**src/dpf_pkg.sv**
```systemverilog
// Package: types and constants shared by the duplicate packet filter modules.
package dpf_pkg;

  localparam int LEN_W   = 16;
  localparam int TIME_W  = 63;
  localparam int CNT_W   = 32;
  localparam int VRD_W   = 2;
  localparam int IN_DW   = 288;
  localparam int IN_UW   = 2;
  localparam int OUT_DW  = 224;
  localparam int OUT_UW  = 2;

  localparam logic [VRD_W-1:0] VRD_DROP    = 2'd0;
  localparam logic [VRD_W-1:0] VRD_REFUSED = 2'd1;
  localparam logic [VRD_W-1:0] VRD_DUP     = 2'd2;
  localparam logic [VRD_W-1:0] VRD_DELIVER = 2'd3;

  typedef struct packed {
    logic [63:0] guid_high;
    logic [63:0] guid_low;
    logic [47:0] source;
    logic [31:0] group_fragment;
  } key_t;

  typedef struct packed {
    logic              vld;
    key_t              key;
    logic [TIME_W-1:0] stamp;
  } entry_t;

  typedef struct packed {
    logic              vld;
    key_t              key;
    logic              hit;
    logic [TIME_W-1:0] hit_time;
  } query_t;

endpackage

```
**src/dpf_cell.sv**
```systemverilog
// One cache cell: holds one stored key and compares the passing query against it.
module dpf_cell (
  input  logic            clk,
  input  logic            rst_n,
  input  dpf_pkg::query_t q_up,
  output dpf_pkg::query_t q_down,
  input  logic            ins,
  input  dpf_pkg::entry_t ent_in,
  output dpf_pkg::entry_t ent_out
);
  import dpf_pkg::*;

  query_t q_r;
  query_t q_nxt;
  entry_t ent_r;
  logic   match;

  assign match = q_up.vld && ent_r.vld && (q_up.key == ent_r.key);

  always_comb begin
    q_nxt = q_up;
    if (match && !q_up.hit) begin
      q_nxt.hit      = 1'b1;
      q_nxt.hit_time = ent_r.stamp;
    end
  end

  always_ff @(posedge clk) begin
    if (!rst_n) begin
      q_r.vld <= 1'b0;
    end else begin
      q_r <= q_nxt;
    end
  end

  always_ff @(posedge clk) begin
    if (!rst_n) begin
      ent_r.vld <= 1'b0;
    end else if (ins) begin
      ent_r <= ent_in;
    end
  end

  assign q_down  = q_r;
  assign ent_out = ent_r;

endmodule

```
**config.mk**
```make
export PLATFORM = sky130hd
export DESIGN_NAME = dpf_cell
export DESIGN_NICKNAME = d
export VERILOG_FILES = /design/src/dpf_pkg.sv /design/src/dpf_cell.sv
export SDC_FILE = /design/constraint.sdc
export NUM_CORES = 1
export LEC_CHECK = 0
export BUFFER_PORTS_ARGS = -buffer_cell sky130_fd_sc_hd__buf_4
export CAP_MARGIN = 20
export CELL_PAD_IN_SITES_DETAIL_PLACEMENT = 2
export CELL_PAD_IN_SITES_GLOBAL_PLACEMENT = 2
export CORE_AREA = 4 4 421 423
export DETAILED_ROUTE_END_ITERATION = 7
export DIE_AREA = 0 0 425 427
export MAX_ROUTING_LAYER = met4
export PLACE_DENSITY_LB_ADDON = 0.1
export SLEW_MARGIN = 5
export SYNTH_ARGS = -nofsm -noshare
export SYNTH_HDL_FRONTEND = slang
export SYNTH_SLANG_ARGS = --single-unit
```
**constraint.sdc**
```tcl
create_clock -name clk -period 9.7 [get_ports clk]
set_clock_uncertainty 0.05 [all_clocks]
set_input_delay 0.97 -clock clk [delete_from_list [all_inputs] [get_ports clk]]
set_output_delay 0.97 -clock clk [all_outputs]
set_load 0.02 [all_outputs]
```
== Yosys cells after proc, flatten, opt, wreduce, memory -nomap -nowiden ==
Cells that the tools add are included.

* Input bits: 548
* Output and inout bits: 545
* Bits in registers: 545
* Logic and storage cells: 20

* Reductions and logical operators: 5
* Muxes and demuxes: 1
* Equality and inequality tests: 1

{| class="wikitable"
|+ Operators with widths
! operator !! count
|-
| $eq A208 B208 Y1 || 1
|-
| $mux W63 || 1
|-
| $logic_and A1 B1 Y1 || 3
|-
| $reduce_and A2 Y1 || 1
|-
| $logic_not A1 Y1 || 1
|}

== Depth between registers and ports, before layout ==
* Depth in word-level cells: 4
* Depth in mapped cells: 8
* Gate-level depth less buffers: 7

== Least setup slack after synthesis ==
Ideal clock, no wire load.

* Kind: input -> register
* Start point: in ins
* End point: reg ent_r, in the netlist ent_out[0], enable pin
* Slack: 1,895 ps
* Data required time: 8,985 ps
* Buffers on the path: 0
* Setup time: 665 ps
* Stages: 1
* Arrival time: 7,090 ps
* Cell sequence: and2_1

* Longest elaborated chain between the ends: 1

{| class="wikitable"
|+ Ends and longest elaborated chain
! item !! RTL line !! text
|-
| start, declared || dpf_cell.sv:7 || <nowiki>input logic ins,</nowiki>
|-
| $reduce_and A2 Y1 (no line) || n/a ||
|-
| end signal, assigned || dpf_cell.sv:40 || <nowiki>ent_r <= ent_in;</nowiki>
|-
| end, declared || dpf_cell.sv:15 || <nowiki>entry_t ent_r;</nowiki>
|}

Every way passes these cells.
A chain may end at the register's enable or synchronous reset.

==> results.md <==
- Yosys warns: 0
- Most used cell, CP: nor4_1
- Hold Violations, Final: 0
- Met2 WL: 62900 um
- DRT antenna net count: 0
- Mux share of post-synthesis cell area: 3.70%
- CP endpoint kind: register
- Setup bufs post-CTS: 0
- Highest-count cells in the layout ignoring fill and taps: buf_4 (1100), edfxtp_1 (543), xor2_1 (103), xnor2_1 (101), clkbuf_16 (81)
- Die extent in y: 427 um
- Worst Path Arrival: 5.17 ns
- Metal3 WL: 8870 um
- Via count: 13481
- Post-Syn Instances: 903
- Slew margin rel.: 37.1%
- Post-Synth Adder-Cell Area: 0%
- Post-DP HPWL: 92700 um
- Core area: 173000 um2
- Yosys reg bits: 545
- Area grow syn2layout: 70.6%
- Top delay family on crit path: simple AND/OR/NAND/NOR gates
- Starting Density: 11.2%
- Combinational family with the most area after synthesis: XOR/XNOR gates
- Die ar.: 181000 um2
- Crit Path Category: register to register
- DR iter-0 viols: 539
- DR top layer: met4
- Chip width: 425 um
- Root Buffer: clkbuf_16
- WL met1: 39200 um
- Hold worst-path end: ent_out[170]
- Clk slew on worst S/H paths: 0.05 ns
- Layout cells sized above 1: 59.0%
- WHS Path Cells: 1
- Status: finished, final reports clean
- Hold Slack: 0.417 ns
- Dominant cells by area after synthesis: edfxtp_1 (84%), xor2_1 (4.6%), xnor2_1 (4.5%), mux2_2 (3.2%), nor4_1 (1.1%)
- Instance count on the critical path: 8
- Worst path cell trace: xor2_1 -> nor4_1 -> nand4_1 -> nor4_1 -> nand3_1 -> nor4_4 -> buf_12 -> mux2_2
- Final TNS setup: 0 ns
- Final min period: 4.80 ns
- CTS sink count: 545
- Fmax achieved: 208 MHz
- Unrepaired setup endpoints after global routing: false
- Power Total: 6.65 mW
- CTS tree: yes
- Post_cts resized: 0
- Clock Path Buffers: 3
- Final core occ: 19.1%
- Power per cell area: 200 nW/um2
- Post-synthesis xor/xnor area fraction: 9.19%
- Syn Nets: 1451
- Synthesized area: 19400 um2
- CTS Hold Bufs: 0
- Row count: 153
- WL per Instance: 25.3 um
- Worst setup margin: 4.90 ns
- Layout Cells excl Fill: 4496
- Final Cycle Share: 49.5%
- Max-Cap Viols: 0
- Critical Path Max Stage Delay: 0.91 ns
- Initial antenna violation count: 22
- Post-synthesis compound-gate area fraction: 0.142%
- DRT Wirelength: 114000 um
- Worst hold path class: input port to register
- DR DRC count: 0
- DR pass1 iterations: 4
- Hold_sp: ent_in[170]
- # placed instances: 4327
- Worst R2R End: q_down[31]
- Cell taking the most area after synthesis: edfxtp_1
- Skew-Pair Late Insertion Delay: 0.68 ns
- Crit-path slowest cell: nor4_4
- Max Slew Vio Count: 0
- Post-synthesis sequential area ratio: 84.1%
- Critical path startpoint category: register
- Placer Congestion: 0.823
- Reg2reg path depth: 8
- P_leak: 12.7 nW
- Critical path fanouts, max: 54
- Crit path buffers/inverters: 1
- IO buf count: 1092
- Nets: 2633
- I/O pin cnt: 1093
- Worst Tran Pin Value: 0.936 ns
- Via density: 3.00
- Pre-CTS WS: 4.00 ns
- Number of global-route vias before repair: 15270
- Commonest non-fill, non-tap cell in the layout: buf_4
- Final Instance Area: 33200 um2
- Post-synthesis cell type count: 21
- RR Startpoint: ent_out[122]
- TritonCTS Buffers: 81
- GRT Total Usage: 12.2%
- DP Area: 30600 um2
- Post-synth top area share: 83.8%
- Final setup violation count: 0
- Grt total ovfl: 0
- Peak supply drop: 0.000123 V
- Largest net degree at the start of global routing: 123
- Critical Path RT: 10.06 ns
- H-tree lvl count: 3
- First-pass GRT wire length: 145000 um
- Mean Syn Cell Area: 21.5 um2
- R2R Setup Slk: 4.90 ns
- Synth Area in Simple Gates: 2.50%
==> logic make-up (layout without fill, tap and decap cells) <==
| group | Yosys count | count (layout) |
|---|---|---|
| multiplexers | 64 | 64 |
| buffers and inverters | 10 | 1257 |
| XOR/XNOR | 204 | 204 |
| AND/OR/NAND/NOR | 76 | 76 |
| flip-flops | 545 | 545 |
| AO/OA/AOI/OAI | 4 | 4 |
| other | 0 | 21 |
==> per-layer routing <==
metal / vias to the layer above / track usage (%)
met5: - / -
met4: 0 / 3.59
met3: 128 / 4.60
li1: 5948 / -
met2: 592 / 22.4
met1: 6813 / 11.9
==> worst reg2reg max path, cell delays in order, from the launching register on <==
cell and delay (ns):
edfxtp_1 0.40, xor2_1 0.21, nor4_1 0.66, nand4_1 0.44, nor4_1 0.60, nand3_1 0.33
nor4_4 0.92, buf_12 0.33, mux2_2 0.61
==> area by class of cell <==
cell class | instances | area (um2)
Antenna cell | 21 | 52.6
Clock buffer | 104 | 2110
Clock inverter | 44 | 393
Fill cell | 19260 | 140000
Inverter | 4 | 15.0
Multi-Input combinational cell | 348 | 3030
Sequential cell | 545 | 16300
Tap cell | 2325 | 2910
Timing Repair Buffer | 1105 | 8320
==> report_power, final <==
part           switching (mW)  internal [mW]
Clock                    1.19           1.65
Combinational           0.514          0.403
Sequential             0.0965           2.79
Total                    1.80           4.85
==> how the worst max path moves through the flow <==
stage            startpoint    endpoint
6_report       ent_out[122]  q_down[31]
5_1_grt        ent_out[122]  q_down[19]
4_1_cts        ent_out[122]  q_down[19]
3_5_place_dp      q_up[123]  q_down[22]
3_3_place_gp       q_up[91]  q_down[23]
2_1_floorplan           ins  ent_out[0]
==> state kept, by name, summed over array words and instances (netlist names) <==
signal	cells
q_down	273
ent_out	272
==> Yosys cell counts, drive strengths merged <==
cell,n
a22oi,2
and2,2
buf,6
dfxtp,2
edfxtp,543
inv,4
mux2,63
mux2i,1
nand3,3
nand4,32
nand4b,1
nor2,1
nor2b,1
nor3,1
nor4,34
o22ai,2
or2,1
xnor2,101
xor2,103
(Power assumes the default switching activity.)
